$ cat config.mk
export PLATFORM = sky130hd
export DESIGN_NAME = clock_offset_estimator
export DESIGN_NICKNAME = d
export VERILOG_FILES = /design/src/hdl/coe_pkg.sv /design/src/hdl/coe_front.sv /design/src/hdl/coe_cmd_queue.sv /design/src/hdl/coe_result_fifo.sv /design/src/hdl/coe_back.sv /design/src/hdl/clock_offset_estimator.sv
export SDC_FILE = /design/constraint.sdc
export NUM_CORES = 1
export LEC_CHECK = 0
export BUFFER_PORTS_ARGS = -buffer_cell sky130_fd_sc_hd__clkbuf_2
export CAP_MARGIN = 20
export CORE_MARGIN = 2
export CORE_UTILIZATION = 60
export DETAILED_ROUTE_END_ITERATION = 8
export PLACE_DENSITY = 0.83
export SYNTH_ARGS = -nofsm -noshare
export SYNTH_HDL_FRONTEND = slang
export SYNTH_SLANG_ARGS = --single-unit
export TNS_END_PERCENT = 30
$ cat constraint.sdc
create_clock -name clk -period 5.35 [get_ports clk]
set_input_delay 0.2675 -clock clk [delete_from_list [all_inputs] [get_ports clk]]
set_output_delay 0.2675 -clock clk [all_outputs]
set_load 0.05 [all_outputs]
$ cat src/hdl/coe_pkg.sv
`default_nettype none
// ----------------------------------------------------------------------------
// coe_pkg - shared types and constants of the clock offset estimator
// Item kinds, command codes, status codes, register indexes and defaults.
// ----------------------------------------------------------------------------
package coe_pkg;

	// input item kinds
	localparam logic [1:0] KIND_START   = 2'd0;
	localparam logic [1:0] KIND_TIMEOUT = 2'd1;
	localparam logic [1:0] KIND_REPLY   = 2'd2;

	// result status codes
	localparam logic [1:0] STAT_DOWN   = 2'd0;
	localparam logic [1:0] STAT_GOOD   = 2'd1;
	localparam logic [1:0] STAT_NONSTD = 2'd2;

	// configuration register indexes
	localparam logic [1:0] REG_MAX_REPLIES = 2'd0;
	localparam logic [1:0] REG_MAX_TRIALS  = 2'd1;
	localparam logic [1:0] REG_RANGE_MS    = 2'd2;
	localparam logic [1:0] REG_PROC_MS     = 2'd3;

	// register reset values
	localparam logic [7:0]  MAX_REPLIES_RST = 8'd10;
	localparam logic [7:0]  MAX_TRIALS_RST  = 8'd20;
	localparam logic [15:0] RANGE_MS_RST    = 16'd20;
	localparam logic [7:0]  PROC_MS_RST     = 8'd5;

	// 12-hour fold window
	localparam logic signed [31:0] FOLD_HI = 32'sd43199999;
	localparam logic signed [31:0] FOLD_LO = -32'sd43200000;
	localparam logic [31:0]        DAY_MS  = 32'd86400000;
	localparam logic [31:0]        MIN_INIT = 32'h7fff_ffff;

	// queue depths
	localparam int CMD_DEPTH = 2;
	localparam int RES_DEPTH = 4;

	// classified command from front to back
	typedef enum logic [1:0] {
		OP_START,
		OP_TIMEOUT,
		OP_NONSTD,
		OP_REPLY
	} op_t;

	typedef struct packed {
		op_t         op;
		logic        short_rtt;
		logic [31:0] d_out;
		logic [31:0] d_in;
	} cmd_t;

	typedef struct packed {
		logic [1:0]  status;
		logic [31:0] offset_ms;
	} result_t;

	// limits seen by the back end
	typedef struct packed {
		logic [7:0] max_replies;
		logic [7:0] max_trials;
		logic [7:0] processing_ms;
	} limits_t;

endpackage
`default_nettype wire

$ cat src/hdl/coe_front.sv
`default_nettype none
// ----------------------------------------------------------------------------
// coe_front - accepts and classifies input transactions
// Computes round trip checks and raw deltas, folds them into the 12-hour
// window and pushes one command per meaningful transaction.
// ----------------------------------------------------------------------------
module coe_front (
	input  wire logic               clk,
	input  wire logic               arst_n,
	input  wire logic               push,
	output logic                    full,
	input  wire logic [1:0]         kind,
	input  wire logic [26:0]        send_ms,
	input  wire logic [26:0]        recv_ms,
	input  wire logic [31:0]        peer_ms,
	input  wire logic [15:0]        range_ms,
	output logic                    cmd_push,
	output coe_pkg::cmd_t           cmd_data,
	input  wire logic               cmd_full
);

	logic                v_s1;
	coe_pkg::op_t        op_s1;
	logic                short_s1;
	logic [31:0]         raw_out_s1;
	logic [31:0]         raw_in_s1;

	logic                accept;
	logic                load;
	logic [27:0]         rtt;
	logic                rtt_neg;
	logic                rtt_short;
	coe_pkg::op_t        op_nxt;

	function automatic logic [31:0] fold(input logic [31:0] raw);
		logic signed [31:0] d;
		d = $signed(raw);
		if (d < coe_pkg::FOLD_LO)
			fold = raw + coe_pkg::DAY_MS;
		else if (d > coe_pkg::FOLD_HI)
			fold = raw - coe_pkg::DAY_MS;
		else
			fold = raw;
	endfunction

	assign full     = v_s1 && cmd_full;
	assign accept   = push && !full;
	assign cmd_push = v_s1 && !cmd_full;

	assign rtt       = {1'b0, recv_ms} - {1'b0, send_ms};
	assign rtt_neg   = rtt[27];
	assign rtt_short = !rtt_neg && (rtt[26:0] < {11'd0, range_ms});

	// negative round trip behaves exactly like a timeout
	always_comb begin
		op_nxt = coe_pkg::OP_TIMEOUT;
		load   = 1'b1;
		unique case (kind)
			coe_pkg::KIND_START:   op_nxt = coe_pkg::OP_START;
			coe_pkg::KIND_TIMEOUT: op_nxt = coe_pkg::OP_TIMEOUT;
			coe_pkg::KIND_REPLY: begin
				if (rtt_neg)
					op_nxt = coe_pkg::OP_TIMEOUT;
				else if (peer_ms[31])
					op_nxt = coe_pkg::OP_NONSTD;
				else
					op_nxt = coe_pkg::OP_REPLY;
			end
			default: load = 1'b0;   // unused kind is dropped
		endcase
	end

	always_ff @(posedge clk or negedge arst_n) begin
		if (!arst_n) begin
			v_s1 <= 1'b0;
		end else if (accept && load) begin
			v_s1 <= 1'b1;
		end else if (cmd_push) begin
			v_s1 <= 1'b0;
		end
	end

	always_ff @(posedge clk) begin
		if (accept && load) begin
			op_s1      <= op_nxt;
			short_s1   <= rtt_short;
			raw_out_s1 <= peer_ms - {5'd0, send_ms};
			raw_in_s1  <= {5'd0, recv_ms} - peer_ms;
		end
	end

	assign cmd_data.op        = op_s1;
	assign cmd_data.short_rtt = short_s1;
	assign cmd_data.d_out     = fold(raw_out_s1);
	assign cmd_data.d_in      = fold(raw_in_s1);

endmodule
`default_nettype wire

$ cat src/hdl/coe_cmd_queue.sv
`default_nettype none
// ----------------------------------------------------------------------------
// coe_cmd_queue - short command queue between front and back
// Two entries; lets front and back stall independently.
// ----------------------------------------------------------------------------
module coe_cmd_queue (
	input  wire logic          clk,
	input  wire logic          arst_n,
	input  wire logic          push,
	input  wire coe_pkg::cmd_t push_data,
	output logic               full,
	input  wire logic          pop,
	output coe_pkg::cmd_t      pop_data,
	output logic               empty
);

	localparam int PW = $clog2(coe_pkg::CMD_DEPTH);

	coe_pkg::cmd_t         mem [coe_pkg::CMD_DEPTH];
	logic [PW-1:0]         wr_ptr_q;
	logic [PW-1:0]         rd_ptr_q;
	logic [PW:0]           count_q;

	assign full     = (count_q == (PW+1)'(coe_pkg::CMD_DEPTH));
	assign empty    = (count_q == '0);
	assign pop_data = mem[rd_ptr_q];

	always_ff @(posedge clk) begin
		if (push)
			mem[wr_ptr_q] <= push_data;
	end

	always_ff @(posedge clk or negedge arst_n) begin
		if (!arst_n) begin
			wr_ptr_q <= '0;
			rd_ptr_q <= '0;
			count_q  <= '0;
		end else begin
			if (push)
				wr_ptr_q <= wr_ptr_q + 1'b1;
			if (pop)
				rd_ptr_q <= rd_ptr_q + 1'b1;
			if (push && !pop)
				count_q <= count_q + 1'b1;
			else if (pop && !push)
				count_q <= count_q - 1'b1;
		end
	end

endmodule
`default_nettype wire

$ cat src/hdl/coe_result_fifo.sv
`default_nettype none
// ----------------------------------------------------------------------------
// coe_result_fifo - output queue of finished results
// Four entries; the back end reserves space before issuing a run end.
// ----------------------------------------------------------------------------
module coe_result_fifo (
	input  wire logic              clk,
	input  wire logic              arst_n,
	input  wire logic              push,
	input  wire coe_pkg::result_t  push_data,
	input  wire logic              pop,
	output coe_pkg::result_t       pop_data,
	output logic                   empty,
	output logic [$clog2(coe_pkg::RES_DEPTH):0] count
);

	localparam int PW = $clog2(coe_pkg::RES_DEPTH);

	coe_pkg::result_t      mem [coe_pkg::RES_DEPTH];
	logic [PW-1:0]         wr_ptr_q;
	logic [PW-1:0]         rd_ptr_q;
	logic [PW:0]           count_q;
	logic                  do_pop;

	assign empty    = (count_q == '0);
	assign count    = count_q;
	assign pop_data = mem[rd_ptr_q];
	assign do_pop   = pop && !empty;

	always_ff @(posedge clk) begin
		if (push)
			mem[wr_ptr_q] <= push_data;
	end

	always_ff @(posedge clk or negedge arst_n) begin
		if (!arst_n) begin
			wr_ptr_q <= '0;
			rd_ptr_q <= '0;
			count_q  <= '0;
		end else begin
			if (push)
				wr_ptr_q <= wr_ptr_q + 1'b1;
			if (do_pop)
				rd_ptr_q <= rd_ptr_q + 1'b1;
			if (push && !do_pop)
				count_q <= count_q + 1'b1;
			else if (do_pop && !push)
				count_q <= count_q - 1'b1;
		end
	end

endmodule
`default_nettype wire

$ cat src/hdl/coe_back.sv
`default_nettype none
// ----------------------------------------------------------------------------
// coe_back - run state and offset computation
// Executes commands against the run state; a run end goes through a
// two-stage finish pipe (minima, difference) into the result queue.
// ----------------------------------------------------------------------------
module coe_back (
	input  wire logic              clk,
	input  wire logic              arst_n,
	input  wire coe_pkg::limits_t  limits,
	input  wire coe_pkg::cmd_t     cmd,
	input  wire logic              cmd_empty,
	output logic                   cmd_pop,
	input  wire logic [$clog2(coe_pkg::RES_DEPTH):0] res_count,
	output logic                   res_push,
	output coe_pkg::result_t       res_data
);

	localparam int CW = $clog2(coe_pkg::RES_DEPTH) + 1;

	// run state
	logic [31:0]  min_out_q;
	logic [31:0]  min_in_q;
	logic [7:0]   reply_q;
	logic [7:0]   trial_q;
	logic [1:0]   stat_q;
	logic         active_q;

	// finish pipe
	logic         fin_v_s1;
	logic [1:0]   fin_stat_s1;
	logic [31:0]  fin_out_s1;
	logic [31:0]  fin_in_s1;
	logic         fin_v_s2;
	logic [1:0]   fin_stat_s2;
	logic [31:0]  diff_s2;

	logic [31:0]  out_nxt;
	logic [31:0]  in_nxt;
	logic [7:0]   reply_nxt;
	logic [7:0]   trial_nxt;
	logic [1:0]   stat_nxt;
	logic         active_nxt;
	logic         fin_now;
	logic [7:0]   reply_inc;
	logic [7:0]   trial_inc;
	logic         out_less;
	logic         in_less;
	logic [CW-1:0] pending;
	logic         room;
	logic [31:0]  half;

	assign reply_inc = reply_q + 8'd1;
	assign trial_inc = trial_q + 8'd1;
	assign out_less  = $signed(cmd.d_out) < $signed(min_out_q);
	assign in_less   = $signed(cmd.d_in) < $signed(min_in_q);

	always_comb begin
		out_nxt    = min_out_q;
		in_nxt     = min_in_q;
		reply_nxt  = reply_q;
		trial_nxt  = trial_q;
		stat_nxt   = stat_q;
		active_nxt = active_q;
		fin_now    = 1'b0;
		unique case (cmd.op)
			coe_pkg::OP_START: begin
				out_nxt    = coe_pkg::MIN_INIT;
				in_nxt     = coe_pkg::MIN_INIT;
				reply_nxt  = '0;
				trial_nxt  = '0;
				stat_nxt   = coe_pkg::STAT_DOWN;
				active_nxt = 1'b1;
			end
			coe_pkg::OP_TIMEOUT: begin
				if (active_q) begin
					trial_nxt = trial_inc;
					fin_now   = (reply_q >= limits.max_replies) ||
					            (trial_inc >= limits.max_trials);
				end
			end
			coe_pkg::OP_NONSTD: begin
				if (active_q) begin
					reply_nxt = reply_inc;
					stat_nxt  = coe_pkg::STAT_NONSTD;
					fin_now   = 1'b1;
				end
			end
			coe_pkg::OP_REPLY: begin
				if (active_q) begin
					reply_nxt = reply_inc;
					stat_nxt  = coe_pkg::STAT_GOOD;
					// short round trip takes this reply's deltas as they are
					if (cmd.short_rtt || out_less)
						out_nxt = cmd.d_out;
					if (cmd.short_rtt || in_less)
						in_nxt = cmd.d_in;
					if (cmd.short_rtt) begin
						fin_now = 1'b1;
					end else begin
						trial_nxt = trial_inc;
						fin_now   = (reply_inc >= limits.max_replies) ||
						            (trial_inc >= limits.max_trials);
					end
				end
			end
			default: ;
		endcase
		if (fin_now)
			active_nxt = 1'b0;
	end

	// a run end needs a free result slot, counting what is still in the pipe
	assign pending = res_count + CW'(fin_v_s1) + CW'(fin_v_s2);
	assign room    = pending < CW'(coe_pkg::RES_DEPTH);
	assign cmd_pop = !cmd_empty && (!fin_now || room);

	always_ff @(posedge clk or negedge arst_n) begin
		if (!arst_n) begin
			min_out_q <= coe_pkg::MIN_INIT;
			min_in_q  <= coe_pkg::MIN_INIT;
			reply_q   <= '0;
			trial_q   <= '0;
			stat_q    <= coe_pkg::STAT_DOWN;
			active_q  <= 1'b0;
			fin_v_s1  <= 1'b0;
			fin_v_s2  <= 1'b0;
		end else begin
			if (cmd_pop) begin
				min_out_q <= out_nxt;
				min_in_q  <= in_nxt;
				reply_q   <= reply_nxt;
				trial_q   <= trial_nxt;
				stat_q    <= stat_nxt;
				active_q  <= active_nxt;
			end
			fin_v_s1 <= cmd_pop && fin_now;
			fin_v_s2 <= fin_v_s1;
		end
	end

	always_ff @(posedge clk) begin
		fin_stat_s1 <= stat_nxt;
		fin_out_s1  <= out_nxt;
		fin_in_s1   <= in_nxt;
		fin_stat_s2 <= fin_stat_s1;
		diff_s2     <= fin_out_s1 - fin_in_s1;
	end

	// halve toward zero: arithmetic shift, plus one for odd negatives
	assign half = {diff_s2[31], diff_s2[31:1]};

	assign res_push         = fin_v_s2;
	assign res_data.status  = fin_stat_s2;
	assign res_data.offset_ms = (fin_stat_s2 == coe_pkg::STAT_GOOD) ?
		half + {24'd0, limits.processing_ms} + {31'd0, diff_s2[31] & diff_s2[0]} :
		32'd0;

endmodule
`default_nettype wire

$ cat src/hdl/clock_offset_estimator.sv
`default_nettype none
// ----------------------------------------------------------------------------
// clock_offset_estimator - peer clock offset from timestamp exchanges
// Top level: configuration registers, front end, command queue, back end
// and result queue.
// ----------------------------------------------------------------------------
// Usage:
//   Input channel (push/full): one transaction per item. kind selects start
//   of a run, trial timeout or reply; send_ms/recv_ms/peer_ms carry the
//   timestamps of a reply. A transaction is taken on a clock edge with push
//   high and full low.
//   Result channel (empty/pop): one transaction each time a run ends, with
//   status and offset_ms. The oldest result is shown while empty is low and
//   leaves on an edge with pop high.
//   Config: wr_en/wr_index/wr_data write one of max_replies, max_trials,
//   range_ms and processing_ms, chosen by wr_index. Write only while no
//   transaction is in flight.
// Throughput: one input transaction per cycle while the result queue has room.
//   The front end register, the two-entry command queue and the back end all
//   move one command per cycle; a run end waits for a free result slot.
// Path: a run end reaches the result ports from the edge that accepted the
//   last transaction of the run through the front register, the command
//   queue, the two finish stages and the result queue.
// Reset: arst_n clears the run state (idle, minima at max) and restores the
//   register defaults 10/20/20/5; both queues come up empty.
// Stall: if pop stays low the four-entry result queue fills, the back end
//   holds any command that would end a run, the command queue fills and
//   full rises. Nothing is dropped.
// ----------------------------------------------------------------------------
module clock_offset_estimator (
	input  wire logic               clk,
	input  wire logic               arst_n,
	// input channel
	input  wire logic               push,
	output logic                    full,
	input  wire logic [1:0]         kind,
	input  wire logic [26:0]        send_ms,
	input  wire logic [26:0]        recv_ms,
	input  wire logic [31:0]        peer_ms,
	// result channel
	output logic                    empty,
	input  wire logic               pop,
	output logic [1:0]              status,
	output logic signed [31:0]      offset_ms,
	// configuration
	input  wire logic               wr_en,
	input  wire logic [1:0]         wr_index,
	input  wire logic [15:0]        wr_data
);

	// config registers
	logic [7:0]   max_replies_q;
	logic [7:0]   max_trials_q;
	logic [15:0]  range_ms_q;
	logic [7:0]   proc_ms_q;

	coe_pkg::limits_t  limits;
	coe_pkg::cmd_t     fe_cmd;
	coe_pkg::cmd_t     q_cmd;
	coe_pkg::result_t  be_res;
	coe_pkg::result_t  out_res;
	logic              fe_push;
	logic              q_full;
	logic              q_empty;
	logic              be_pop;
	logic              res_push;
	logic [$clog2(coe_pkg::RES_DEPTH):0] res_count;

	always_ff @(posedge clk or negedge arst_n) begin
		if (!arst_n) begin
			max_replies_q <= coe_pkg::MAX_REPLIES_RST;
			max_trials_q  <= coe_pkg::MAX_TRIALS_RST;
			range_ms_q    <= coe_pkg::RANGE_MS_RST;
			proc_ms_q     <= coe_pkg::PROC_MS_RST;
		end else if (wr_en) begin
			unique case (wr_index)
				coe_pkg::REG_MAX_REPLIES: max_replies_q <= wr_data[7:0];
				coe_pkg::REG_MAX_TRIALS:  max_trials_q  <= wr_data[7:0];
				coe_pkg::REG_RANGE_MS:    range_ms_q    <= wr_data;
				coe_pkg::REG_PROC_MS:     proc_ms_q     <= wr_data[7:0];
				default: ;
			endcase
		end
	end

	assign limits.max_replies   = max_replies_q;
	assign limits.max_trials    = max_trials_q;
	assign limits.processing_ms = proc_ms_q;

	// front: classify and fold
	coe_front u_front (
		.clk      (clk),
		.arst_n   (arst_n),
		.push     (push),
		.full     (full),
		.kind     (kind),
		.send_ms  (send_ms),
		.recv_ms  (recv_ms),
		.peer_ms  (peer_ms),
		.range_ms (range_ms_q),
		.cmd_push (fe_push),
		.cmd_data (fe_cmd),
		.cmd_full (q_full)
	);

	// decoupling queue
	coe_cmd_queue u_cmd_queue (
		.clk       (clk),
		.arst_n    (arst_n),
		.push      (fe_push),
		.push_data (fe_cmd),
		.full      (q_full),
		.pop       (be_pop),
		.pop_data  (q_cmd),
		.empty     (q_empty)
	);

	// back: run state, minima, offset
	coe_back u_back (
		.clk       (clk),
		.arst_n    (arst_n),
		.limits    (limits),
		.cmd       (q_cmd),
		.cmd_empty (q_empty),
		.cmd_pop   (be_pop),
		.res_count (res_count),
		.res_push  (res_push),
		.res_data  (be_res)
	);

	// result queue; space is reserved by the back end
	coe_result_fifo u_result_fifo (
		.clk       (clk),
		.arst_n    (arst_n),
		.push      (res_push),
		.push_data (be_res),
		.pop       (pop),
		.pop_data  (out_res),
		.empty     (empty),
		.count     (res_count)
	);

	assign status    = out_res.status;
	assign offset_ms = $signed(out_res.offset_ms);

endmodule
`default_nettype wire

# Yosys cells after proc, flatten, opt, wreduce, memory -nomap -nowiden
# Memory sizes are Yosys's and may differ from the RTL's.
# Cells that the tools add are included.
[op_classes]
addsub = 22
multipliers = 0
div_mod_pow = 0
magnitude_cmp = 11
eq_ne = 14
shifts = 0
muxes = 41
n_bitwise = 1
reduce_logical = 47
[op_table]
columns = ["operator", "count"]
rows = [
  ["32-bit two-way mux", 9],
  ["32-bit case mux with 2 select lines", 2],
  ["32-bit by 27-bit adder with 32-bit output, second input constant", 2],
  ["32-bit by 27-bit > comparator with 1-bit output, second input constant", 2],
  ["32-bit by 27-bit < comparator with 1-bit output, second input constant", 2],
  ["32-bit < comparator", 2],
  ["32-bit by 27-bit subtractor with 32-bit output, second input constant", 2],
  ["31-bit by 9-bit adder with 32-bit output", 1],
  ["32-bit by 1-bit adder with 32-bit output", 1],
  ["8-bit two-way mux", 4],
  ["27-bit by 32-bit subtractor with 32-bit output", 1],
  ["32-bit by 27-bit subtractor with 32-bit output", 1],
  ["32-bit subtractor", 1],
  ["27-bit by 27-bit subtractor with 28-bit output", 1],
  ["27-bit by 16-bit < comparator with 1-bit output", 1],
  ["8-bit greater-or-equal comparator", 3],
  ["8-bit case mux with 3 select lines", 1],
  ["8-bit by 1-bit adder with 8-bit output, second input constant", 2],
  ["8-bit case mux with 2 select lines", 1],
  ["1-bit two-way mux", 14],
  ["2-bit == test, second input constant", 6],
  ["1-bit logical AND", 12],
  ["1-bit logical NOT", 10],
  ["2-bit two-way mux", 5],
  ["other kinds (25)", 50],
]
[word_totals]
regBits = 304
latch_bits = 0
mem_bits_rw = 270
romBits = 0
in_bits = 111
output_inout_bits = 36
word_cells = 166
n_memories = 2
[mem_list]
columns = ["name", "depth", "width", "rd", "rd_ports_with_merged_regs", "wr", "line", "source"]
rows = [
  ["u_result_fifo.mem", 4, 34, 1, 0, 1, "coe_result_fifo.sv:19", "coe_pkg::result_t mem [coe_pkg::RES_DEPTH];"],
  ["u_cmd_queue.mem", 2, 67, 1, 0, 1, "coe_cmd_queue.sv:19", "coe_pkg::cmd_t mem [coe_pkg::CMD_DEPTH];"],
]

# Longest topological paths before layout
# Gate-level depths: netlist (run 1).
[logic_depth]
depth_word = 12
ltp_mapped = 21
depth_no_buf = 21

# By module
# A second synthesis (run 1) with hierarchy kept.
[hier_totals]
cells_unflattened = 2917
area_unflattened_um2 = 32132.1
[modules_own_cells]
columns = ["module", "instances", "cells_per_inst", "area_each_um2"]
rows = [
  ["coe_back", 1, 1297, 11350.9],
  ["coe_front", 1, 1098, 8787.2],
  ["coe_result_fifo", 1, 212, 5352.6],
  ["coe_cmd_queue", 1, 225, 5112.4],
  ["clock_offset_estimator", 1, 85, 1529.0],
]

# Worst setup path before layout (run 1)
# Ideal clock, no wire load.
[synth_timing]
path_kind = "register to register"
start = "register u_cmd_queue.count_q[0]"
end = "register u_front.op_s1[0] (enable)"
setup_ns = 0.493
arrival_time_ns = 3.641
slack_ns = 1.215
path_stages_with_launch = 4
n_path_buf = 0
period_less_slack_ns = 4.135
cell_sequence = "dfrtp_1 > nand2b_1 > nor2_1 > nor2_1"
[synth_via]
elab_chain_len = 5
[synth_rtl]
columns = ["element", "line", "source"]
rows = [
  ["start, declared", "coe_cmd_queue.sv:22", "logic [PW:0] count_q;"],
  ["start signal, assigned", "coe_cmd_queue.sv:44", "count_q <= count_q + 1'b1;"],
  ["start signal, assigned", "coe_cmd_queue.sv:46", "count_q <= count_q - 1'b1;"],
  ["2-bit == test", "coe_cmd_queue.sv:24", "assign full = (count_q == (PW+1)'(coe_pkg::CMD_DEPTH));"],
  ["1-bit logical AND", "coe_front.sv:46", "assign full = v_s1 && cmd_full;"],
  ["via full", "clock_offset_estimator.sv:35", "output logic full,"],
  ["1-bit logical NOT", "coe_front.sv:47", "assign accept = push && !full;"],
  ["1-bit logical AND", "coe_front.sv:47", ""],
  ["1-bit logical AND", "coe_front.sv:84", "if (accept && load) begin"],
  ["end signal, assigned", "coe_front.sv:85", "op_s1 <= op_nxt;"],
  ["end, declared", "coe_front.sv:23", "coe_pkg::op_t op_s1;"],
]
# The timed path passes the listed nets, and every way through them passes these cells.
# A chain may end at the register's enable or synchronous reset.

# Final worst setup path (run 1)
[layout_timing]
start = "input port send_ms[1]"
end = "register u_front.short_s1 (data pin)"
[layout_via]
elab_chain_len = 3
elab_cells_between_ends = 4
cone_classes = "add/sub: 1; order compare: 1; reduce/logical: 2"
[layout_rtl]
columns = ["element", "line", "source"]
rows = [
  ["start, declared", "clock_offset_estimator.sv:37", "input wire logic [26:0] send_ms,"],
  ["27-bit by 27-bit subtractor with 28-bit output *", "coe_front.sv:50", "assign rtt = {1'b0, recv_ms} - {1'b0, send_ms};"],
  ["27-bit by 16-bit < comparator with 1-bit output / 1-bit logical NOT (equally long branches)", "coe_front.sv:52", "assign rtt_short = !rtt_neg && (rtt[26:0] < {11'd0, range_ms});"],
  ["1-bit logical AND *", "coe_front.sv:52", ""],
  ["via u_front.rtt_short", "coe_front.sv:32", "logic rtt_short;"],
  ["end signal, assigned", "coe_front.sv:86", "short_s1 <= rtt_short;"],
  ["end, declared", "coe_front.sv:24", "logic short_s1;"],
]
# Mark *: on every way through the listed nets, which the timed path passes. The rest lies on a longest branch.

==> results of run 1 <==
==> cells in the mapped netlist, types with 53 or more instances <==
cell and number:
a21o_1 99, dfstp_2 70, xnor2_1 124, o21ai_0 106
nor2_1 134, dfrtp_1 67, xor2_1 53, o2bb2ai_1 71
dfxtp_1 100, edfxtp_1 337, clkbuf_1 89, ha_1 239
inv_1 252, nand2_1 152, mux2_2 99, a21oi_1 153
==> stage by stage <==
stage	power (µW)	area, µm²
after floorplan	14210	31660
after global placement	16100	33070
after detailed placement	16530	33070
after CTS	21000	35340
after global routing	22320	35350
final	21000	35350
==> registers in the layout (all words and copies together) (netlist names), 32 cells and up <==
register and count:
u_back.diff_s2 32, u_back.fin_in_s1 32, u_back.fin_out_s1 32, u_back.min_in_q 32, u_back.min_out_q 32, u_cmd_queue.mem 134, u_front.raw_in_s1 32, u_front.raw_out_s1 32
u_result_fifo.mem 136
==> worst min-delay path by stage <==
stage	startpoint	to	slack, ns	depth (start not counted)
2_1_floorplan	arst_n	max_replies_q[0]$_DFFE_PN0P_	-0.03	0
6_report	wr_data[5]	max_replies_q[5]$_DFFE_PN0P_	0.04	3
4_1_cts	wr_data[5]	max_replies_q[5]$_DFFE_PN0P_	0.005	3
3_5_place_dp	u_back.fin_stat_s1[1]$_DFF_P_	u_back.fin_stat_s2[1]$_DFF_P_	0.32	0
5_1_grt	peer_ms[29]	u_front.raw_in_s1[29]$_DFFE_PP_	0.04	2
3_3_place_gp	u_back.fin_stat_s1[1]$_DFF_P_	u_back.fin_stat_s2[1]$_DFF_P_	0.32	0
==> cells by family after synthesis <==
logic type / Yosys count
adder cells (fa/ha/maj): 246
multiplexers: 147
AO/OA/AOI/OAI: 734
flip-flops: 574
XOR/XNOR: 177
buffers and inverters: 360
AND/OR/NAND/NOR: 557
==> power groups by stage <==
stage	Combinational, µW	Sequential [µW]	Clock [µW]
after CTS	9390	7220	4380
after global placement	8900	7200	0
after floorplan	7240	6970	0
after detailed placement	9240	7290	0
after global routing	10400	7360	4550
final	9450	7240	4320
==> area by class of cell <==
type / instances / area [µm²]
inverters: 253 / 949.7
well taps: 688 / 860.8
clock inverters: 39 / 510.5
clock buffers: 69 / 1577
fillers: 3725 / 16990
flip-flops and latches: 574 / 15640
repair buffers: 191 / 1132
multi-input cells: 1861 / 14680
==> per-layer routing <==
layer  track usage  vias up  wire [µm]
met1        0.3434    10917      29920
met4       0.09771        0       2479
met2        0.4869      819      36780
li1              -    10574          -
met3       0.03491      162       3971
met5             0        -          0
==> what timing repair did <==
action | in CTS | in global routing
setup endpoints to repair | 0 | 0
buffers inserted | 0 | 0
hold buffers | 18 | 0
hold endpoints to repair | 88 | 0
==> critical path: stages <==
cell	delay, ns
clkbuf_2	0.11
inv_1	0.08
ha_1	0.29
nor2b_1	0.13
o21ai_1	0.30
o221ai_2	0.20
a221oi_4	0.36
o31ai_1	0.12
a21oi_1	0.25
nor2b_1	0.08
o21ai_0	0.18
a21boi_0	0.13
ha_1	0.19
a21oi_1	0.10
o21ai_0	0.08
a2111oi_0	0.36
o2111ai_1	0.19
a221oi_2	0.22
o311ai_1	0.16
a2111o_1	0.42
a2111oi_2	0.30
==> impl_results.md, run 1 <==
* Status: complete, no violations
* Combinational share of power at 0.450
* Cell Count, Final, Fillers Out at 3675
* Clock Tree Buf Depth at 3
* Worst slack, placed at 0.7514 ns
* Top cell type's share of synthesized area at 0.3197
* DR WL/cell at 19.91 µm
* Nets@finish at 3295
* GRT Total Usage at 0.2741
* First-pass GRT wire length at 119500 µm
* Syn Area/Cell at 11.33 µm²
* Setup ws final at 1.244 ns
* Maximum number of pins on one net before global-route repair at 82
* CP Launch Type: input pin
* Hold Slack at 0.04285 ns
* Critical path startpoint: send_ms[1]
* Measured slew at the worst slew-check pin at 1.072 ns
* Crit path capture: u_front.short_s1$_DFFE_PP_
* Top_reg_cell synth: edfxtp_1
* RR Startpoint: u_back.reply_q[0]$_DFFE_PN0P_
* Post-synthesis mux area share at 0.06399
* Chip Height at 233.7 µm
* Port bufs at 146
* Total of max-cap violations at 0
* First-pass DRT Iterations at 5
* Syn Nets at 3152
* Pwr/cell area at 594.2 nW/µm²
* Vias in the first global route at 23119
* Post-cts resize count at 0
* Gpl congestion at 0.9650
* Die X at 233.7 µm
* Clk Latency, worst-skew pair at 0.64 ns
* Most frequent cells in the layout: edfxtp_1, inv_1, ha_1
* Cts bufs inserted at 57
* Gr ovfl total at 0
* CP max FO at 4
* Avg Vias per Cell at 6.115
* H-tree depth at 2
* Area Overhead vs Synth at 11.66%
* Yosys top cell by area: edfxtp_1
* Cell variety after synth at 91
* # clock sinks at 574
* LEAKAGE at 0.01457 µW
* Post-Synth XOR/XNOR Area at 0.04897
* ANT cells at 0
* Critical Path Sink Type: flop
* Adder-cell share of the synthesized area at 0.09889
* EDFF count, synth at 337
* RSZ-0062 raised after global routing: false
* Maximum vdd ir drop at 0.3419 mV
* Main combinational cell family by area after synthesis: compound AO/OA/AOI/OAI gates
* Min-Delay Path Class: input pin to flop
* Yosys Warn Count at 0
* Net Sw Frac at 0.3911
* Row count at 84
* Critical path arrival at 4.51 ns
* Initial Utilization at 0.6048
* CTS tree: yes
* Placed Cells at 3548
* Slew margin rel. at 0.2808
* Area of the core at 52340 µm²
* Fmax at 243.5 MHz
* Crit Path Category: input pin to flop
* Worst Skew at 0.05029 ns
* DRT iter0 DRCs at 1856
* Final WL at 73150 µm
* Initial antenna violation count at 0
* FF+latch count, synth at 574
* Via count of the routed design at 22472
* Hpwl dp at 53130 µm
* Final period util at 0.7675
* Finish-stage setup viols at 0
* Post-synthesis simple-gate area fraction at 0.08640
* Number of I/O pins at 147
* R2r worst-path depth at 15
* Clock Tree Root: clkbuf_16
* Sequential-to-total area share from yosys stat at 0.4940
* Commonest non-fill, non-tap cell in the layout: edfxtp_1
* Mapped Area at 31660 µm²
* Clock power share at 0.206
* Mapped Cells at 2795
* Ranking of synthesized cells by area: edfxtp_1, ha_1, dfxtp_1
* Worst Path Required at 5.76 ns
* R2R setup slack at 1.41 ns
* Flop pwr share at 0.345
* Share of post-route cells with drive strength above 1 at 0.1731
* Switching pwr at 8215 µW
* Worst r2r dst: u_cmd_queue.count_q[1]$_DFFE_PN0P_
* Max Slew Vio Count at 0
* Async SR Flop Fraction at 0.2387
* Remaining DRCs at 0
* Compound-Gate Fraction of Synth Area at 0.1643
* Final ANT Viol Nets at 0
* P_int at 12790 µW
* Final core utilization at 0.6753
* Final hold vios at 0
* Fin Setup TNS at 0 ns
* CTS clock-pin slew for the worst setup and hold paths at 0.07 ns
* DIE AREA at 54620 µm²
* Tmin final at 4.106 ns
Note: power is estimated with default switching activity, not from simulation.
==> run 2: changes to the inputs <==
- CORE_UTILIZATION: 60 -> 56
- PLACE_DENSITY: 0.83 -> 0.82
- clock period: 5.35 -> 3.4 ns (I/O delays scaled with it)
==> impl_results.md, run 2 (synthesized netlist as in run 1, its figures left out) <==
* Status: finished with violations
* Failing checks: negative setup slack
* Number of I/O pins at 147 (unchanged)
* Tot Pwr at 34660 µW (+65%)
* Worst Skew at 0.04359 ns (-0.006704 ns)
* H-tree depth at 2 (unchanged)
* Share of post-route cells with drive strength above 1 at 0.2383 (+0.06519)
* R2R setup slack at -0.06 ns (-1.47 ns)
* Maximum vdd ir drop at 0.5973 mV (+75%)
* Final ANT Viol Nets at 0 (unchanged)
* Chip Height at 241.8 µm (+3.5%)
* Setup ws final at -0.1512 ns (-1.395 ns)
* LEAKAGE at 0.01550 µW (+6.4%)
* CP dominant cell by count: a21oi_2
* Commonest non-fill, non-tap cell in the layout: edfxtp_1
* Port bufs at 146 (unchanged)
* Hpwl dp at 54710 µm (+3.0%)
* Clock Tree Root: clkbuf_16
* Slowest CP cell: a2111o_1
* Filler Cell Count at 4052 (+8.8%)
* Area of the core at 56170 µm² (+7.3%)
* CTS tree: yes
* Gr ovfl total at 0 (unchanged)
* Initial Utilization at 0.5636 (-0.04123)
* Remaining DRCs at 0 (unchanged)
* Worst r2r dst: u_back.min_in_q[5]$_DFFE_PN1P_
* Initial antenna violation count at 0 (unchanged)
* Critical path arrival at 3.98 ns (-0.53 ns)
* Die X at 241.8 µm (+3.5%)
* First-pass GRT wire length at 120600 µm (+0.96%)
* Tmin final at 3.551 ns
* Maximum number of pins on one net before global-route repair at 92 (+12%)
* Finish-stage setup viols at 19 (+19)
* Slew margin rel. at 0.3273 (+0.04647)
* RSZ-0062 raised after global routing: true
* DRT iter0 DRCs at 1802 (-2.9%)
* Most frequent cells in the layout: edfxtp_1, inv_1, ha_1
* Final hold vios at 0 (unchanged)
* Final period util at 1.044
* Fmax at 281.6 MHz
* Crit path capture: u_front.short_s1$_DFFE_PP_
* Avg Vias per Cell at 5.919 (-3.2%)
* First-pass DRT Iterations at 8 (+3)
* Final WL at 77080 µm (+5.4%)
* Total of max-cap violations at 0 (unchanged)
* R2r worst-path depth at 15 (unchanged)
* CP Launch Type: input pin
* Vias in the first global route at 23844 (+3.1%)
* Max reg flops at 136 (unchanged)
* Critical Path Sink Type: flop
* Hold depth at 3 (unchanged)
* Critical path startpoint: recv_ms[1]
* Min-Delay Path Class: input pin to flop
* CP peak stage delay at 0.44 ns (+0.02 ns)
* GRT Total Usage at 0.2535 (-0.02055)
* # clock sinks at 574 (unchanged)
* Via count of the routed design at 23157 (+3.0%)
* ANT cells at 0 (unchanged)
* Cts bufs inserted at 57 (unchanged)
* Worst path cell trace: clkbuf_2 -> buf_4 -> fa_2 -> a211o_1 -> o211ai_2 -> a21o_1 -> a21oi_2 -> a21oi_2 -> o21ai_2 -> xor2_1 -> ha_1 -> a21o_1 -> a21oi_2 -> nor2b_1 -> o21ai_1 -> o2111ai_1 -> a221oi_2 -> o311ai_2 -> a2111o_1 -> a2111oi_4
* Pwr/cell area at 927.6 nW/µm² (+56%)
* Clock Tree Buf Depth at 3 (unchanged)
* Row count at 87 (+3.6%)
* Area Overhead vs Synth at 18.03%
* CP max FO at 2 (-2)
* Worst slack, placed at -1.065 ns (-1.816 ns)
* CTS clock-pin slew for the worst setup and hold paths at 0.07 ns (about the same)
* DIE AREA at 58450 µm² (+7.0%)
* Gpl congestion at 0.9384 (-2.8%)
* Clk Latency, worst-skew pair at 0.64 ns (about the same)
* RR Startpoint: u_cmd_queue.rd_ptr_q$_DFFE_PN0P_
* Crit Path Category: input pin to flop
* Reg with most FFs: u_result_fifo.mem
* Measured slew at the worst slew-check pin at 1.009 ns (-0.06252 ns)
* Hold Slack at 0.05426 ns (+0.01142 ns)
* Biggest regs: u_result_fifo.mem (136), u_cmd_queue.mem (134)
* Worst Path Required at 3.83 ns (-1.93 ns)
* DR WL/cell at 19.70 µm (-1.0%)
* Nets@finish at 3464 (+5.1%)
* Max Slew Vio Count at 0 (unchanged)
## run 2: cell types whose count changed in the layout (fill, tap and decap cells not counted), sizes merged
| cell | previous run | this run |
|---|---|---|
| inv | 257 | 254 |
| buf | 28 | 187 |
| bufinv | 9 | 10 |
| clkinv | 18 | 20 |
| clkbuf | 214 | 215 |
| dlygate4sd3 | 18 | 27 |
## run 2: metal layers
metal / global-route usage / part of all wire / up-vias / routed length, µm
li1: - / - / 10930 / -
met1: 0.3099 / 0.40 / 11138 / 31060
met2: 0.4519 / 0.50 / 852 / 38580
met3: 0.02708 / 0.047 / 237 / 3595
met4: 0.1155 / 0.050 / 0 / 3850
met5: 0 / 0 / - / 0
## run 2: worst min-delay path by stage
stage                from                             end  slack [ns]
2_1_floorplan      arst_n    max_replies_q[0]$_DFFE_PN0P_       -0.13
4_1_cts           kind[0]      u_front.op_s1[0]$_DFFE_PP_        0.02
5_1_grt           kind[1]      u_front.op_s1[1]$_DFFE_PP_        0.05
3_5_place_dp       arst_n       range_ms_q[9]$_DFFE_PN0P_        0.28
6_report       peer_ms[1]  u_front.raw_in_s1[1]$_DFFE_PP_        0.05
3_3_place_gp       arst_n       range_ms_q[9]$_DFFE_PN0P_        0.27
## run 2: area by class of cell
type                            count  area, µm²  area share
Tap cell                          756      945.9     0.02532
Multi-Input combinational cell   1861      15150      0.4055
Timing Repair Buffer              360       2650     0.07092
Clock buffer                       69       1503     0.04022
Inverter                          253      952.2     0.02548
Clock inverter                     39      521.8     0.01396
Sequential cell                   574      15640      0.4186
## run 2: per-stage QoR
stage,util,TNS (ns),std cells,area [µm²]
2_1_floorplan,-,-39.04,2795,31710
3_3_place_gp,0.6112,-0.8304,3754,34330
3_5_place_dp,0.6112,-4.659,3754,34330
4_1_cts,0.6541,-0.03730,3894,36740
5_1_grt,0.6652,-4.642,3912,37360
6_report,0.6652,-0.5361,3912,37360
## run 2: power by group
part | internal, µW | switching [µW] | total [µW]
Sequential | 10100 | 1240 | 11400
Combinational | 7090 | 9500 | 16600
Clock | 3940 | 2740 | 6680
Total | 21200 | 13500 | 34700
## run 2: critical path, delay by kind of cell
kind,cells,cell delay [ns]
fa+ha+maj,2,0.69
buf+inv,2,0.32
compound gates,14,2.58
simple gates,1,0.05
xor+xnor,1,0.17
## run 2: timing repair
| action | in CTS | in global routing |
|---|---|---|
| pin swaps | 13 | 48 |
| gates cloned | 0 | 3 |
| buffers inserted | 5 | 15 |
| setup endpoints to repair | 91 | 219 |
| hold buffers | 27 | 0 |
| endpoints found under the hold margin | 121 | 0 |
| resized for setup | 21 | 104 |
==> run 3: changes to the inputs <==
- CORE_UTILIZATION: 56 -> 60
- PLACE_DENSITY: 0.82 -> 0.83
- clock period: 3.4 -> 3.5 ns (I/O delays scaled with it)
==> impl_results.md, run 3 (synthesized netlist as in run 1, its figures left out) <==
* Status: complete, no violations
* Row count at 84 (-3.4%)
* CTS clock-pin slew for the worst setup and hold paths at 0.06 ns (about the same)
* Area of the core at 52340 µm² (-6.8%)
* First-pass GRT wire length at 119500 µm (-0.91%)
* Final WL at 75250 µm (-2.4%)
* Via count of the routed design at 22897 (-1.1%)
* DRT iter0 DRCs at 1722 (-4.4%)
* Reg with most FFs: u_result_fifo.mem
* CP max FO at 6 (+4)
* R2R setup slack at 0.004 ns (+0.06 ns)
* Crit Path Category: flop to flop
* Area occupied by multi-input gates at 14900 µm² (-1.7%)
* RSZ-0062 raised after global routing: true
* Max Slew Vio Count at 0 (unchanged)
* Die X at 233.7 µm (-3.3%)
* Remaining DRCs at 0 (unchanged)
* Hold Slack at 0.02946 ns (-0.02480 ns)
* Gr ovfl total at 0 (unchanged)
* Final hold vios at 0 (unchanged)
* Cts bufs inserted at 57 (unchanged)
* ANT cells at 0 (unchanged)
* Worst slack, placed at -0.9504 ns (+0.1147 ns)
* Worst Path Required at 3.86 ns (+0.03 ns)
* Slowest CP cell: dfstp_2
* Initial antenna violation count at 0 (unchanged)
* Critical Path Sink Type: flop
* Min-Delay Path Class: input pin to flop
* Family with the most delay on the worst path: compound AO/OA/AOI/OAI gates
* Most frequent cells in the layout: edfxtp_1, inv_1, ha_1
* Clock Tree Buf Depth at 3 (unchanged)
* Commonest non-fill, non-tap cell in the layout: edfxtp_1
* Slew margin rel. at 0.2889 (-0.03835)
* Pwr/cell area at 904.5 nW/µm² (-2.5%)
* Fmax at 286.1 MHz
* GRT Total Usage at 0.2755 (+0.02195)
* DIE AREA at 54620 µm² (-6.6%)
* Setup ws final at 0.004485 ns (+0.1557 ns)
* Tmin final at 3.496 ns
* Total of max-cap violations at 0 (unchanged)
* Clk Latency, worst-skew pair at 0.61 ns (-0.03 ns)
* First-pass DRT Iterations at 7 (-1)
* Maximum number of pins on one net before global-route repair at 88 (-4.3%)
* Measured slew at the worst slew-check pin at 1.067 ns (+0.05752 ns)
* Filler Cell Count at 3530 (-13%)
* CTS tree: yes
* Gpl congestion at 0.9402 (+0.19%)
* Critical path arrival at 3.86 ns (-0.12 ns)
* Biggest regs: u_result_fifo.mem (136), u_cmd_queue.mem (134)
* Maximum vdd ir drop at 0.5642 mV (-5.5%)
* Nets@finish at 3426 (-1.1%)
* Final ANT Viol Nets at 0 (unchanged)
* # clock sinks at 574 (unchanged)
* Worst Skew at 0.01883 ns (-0.02475 ns)
* Finish-stage setup viols at 0 (-19)
* LEAKAGE at 0.01526 µW (-1.6%)
* Clock Tree Root: clkbuf_16
* CP peak stage delay at 0.56 ns (+0.12 ns)
* Avg Vias per Cell at 6.016 (+1.6%)
* FF+latch area at 15640 µm² (unchanged)
* Port bufs at 146 (unchanged)
* Hpwl dp at 54290 µm (-0.76%)
* Vias in the first global route at 23323 (-2.2%)
* Final core utilization at 0.6991 (+0.03386)
* H-tree depth at 2 (unchanged)
* CP Launch Type: flop
* Number of I/O pins at 147 (unchanged)
* Max reg flops at 136 (unchanged)
* Fin Setup TNS at 0 ns (+0.5361 ns)
* Initial Utilization at 0.6048 (+0.04123)
* Area Overhead vs Synth at 15.58%
* Chip Height at 233.7 µm (-3.3%)
* Share of post-route cells with drive strength above 1 at 0.2187 (-0.01955)
* CP bufs+invs at 2 (unchanged)
* Worst path cell trace: fa_1 -> inv_1 -> fa_2 -> nor2b_2 -> o21ai_0 -> a21boi_1 -> o21ai_0 -> a21boi_1 -> o21ai_1 -> a21o_2 -> buf_12 -> nor3_1 -> xnor2_1 -> nor2_1
* Final period util at 0.9987
* DR WL/cell at 19.77 µm (+0.34%)
-- run 3: cell types whose count changed in the layout (fill, tap and decap cells not counted), sizes merged --
| cell | delta |
|---|---|
| dlygate4sd3 | -3 |
| inv | +3 |
| clkinv | -2 |
| bufinv | -5 |
| clkinvlp | -1 |
| buf | -36 |
| clkbuf | +6 |
-- run 3: what timing repair did --
item	in CTS	in global routing
resized for setup	17	48
setup buffers	8	7
hold endpoints to repair	93	0
pin swaps	10	14
gates cloned	0	2
hold buffers	24	0
endpoints found under the setup margin	171	164
-- run 3: final timing paths --
check	from	endpoint	cells after the start
max reg2reg	proc_ms_q[0]$_DFFE_PN1P_	u_result_fifo.mem[3][20]$_DFFE_PP_	14
min in group asynchronous	arst_n	range_ms_q[13]$_DFFE_PN0P_	2
max	proc_ms_q[0]$_DFFE_PN1P_	u_result_fifo.mem[3][20]$_DFFE_PP_	14
max in group asynchronous	arst_n	u_back.min_out_q[21]$_DFFE_PN1P_	3
min reg2reg	u_back.fin_stat_s1[1]$_DFF_P_	u_back.fin_stat_s2[1]$_DFF_P_	0
min	peer_ms[30]	u_front.raw_out_s1[30]$_DFFE_PP_	2
-- run 3: metrics by stage --
step | instances | total power [µW] | area (µm²)
2_1_floorplan | 2795 | 21750 | 31680
3_3_place_gp | 3656 | 25210 | 33960
3_5_place_dp | 3657 | 25860 | 33960
4_1_cts | 3797 | 32490 | 36290
5_1_grt | 3806 | 35000 | 36590
6_report | 3806 | 33100 | 36590
-- run 3: layer usage --
layer / wire [µm] / GRT usage
met1: 30090 / 0.3347
met2: 38300 / 0.4957
met4: 2644 / 0.09731
met5: 0 / 0
met3: 4211 / 0.04321
-- run 3: cell type report --
class,instances,area share
clock inverter,34,0.009369
sequential,574,0.4275
timing repair buffer,322,0.06237
inverter,253,0.02595
clock buffer,74,0.04415
tap,688,0.02353
multi-input combinational,1861,0.4072
-- run 3: power by group --
group / total [µW] / switching, µW / leakage (µW) / internal (µW)
clock: 6280 / 2640 / 0.000948 / 3650
combinational: 15700 / 9110 / 0.00878 / 6610
sequential: 11100 / 1230 / 0.00553 / 9860
total: 33100 / 13000 / 0.0153 / 20100
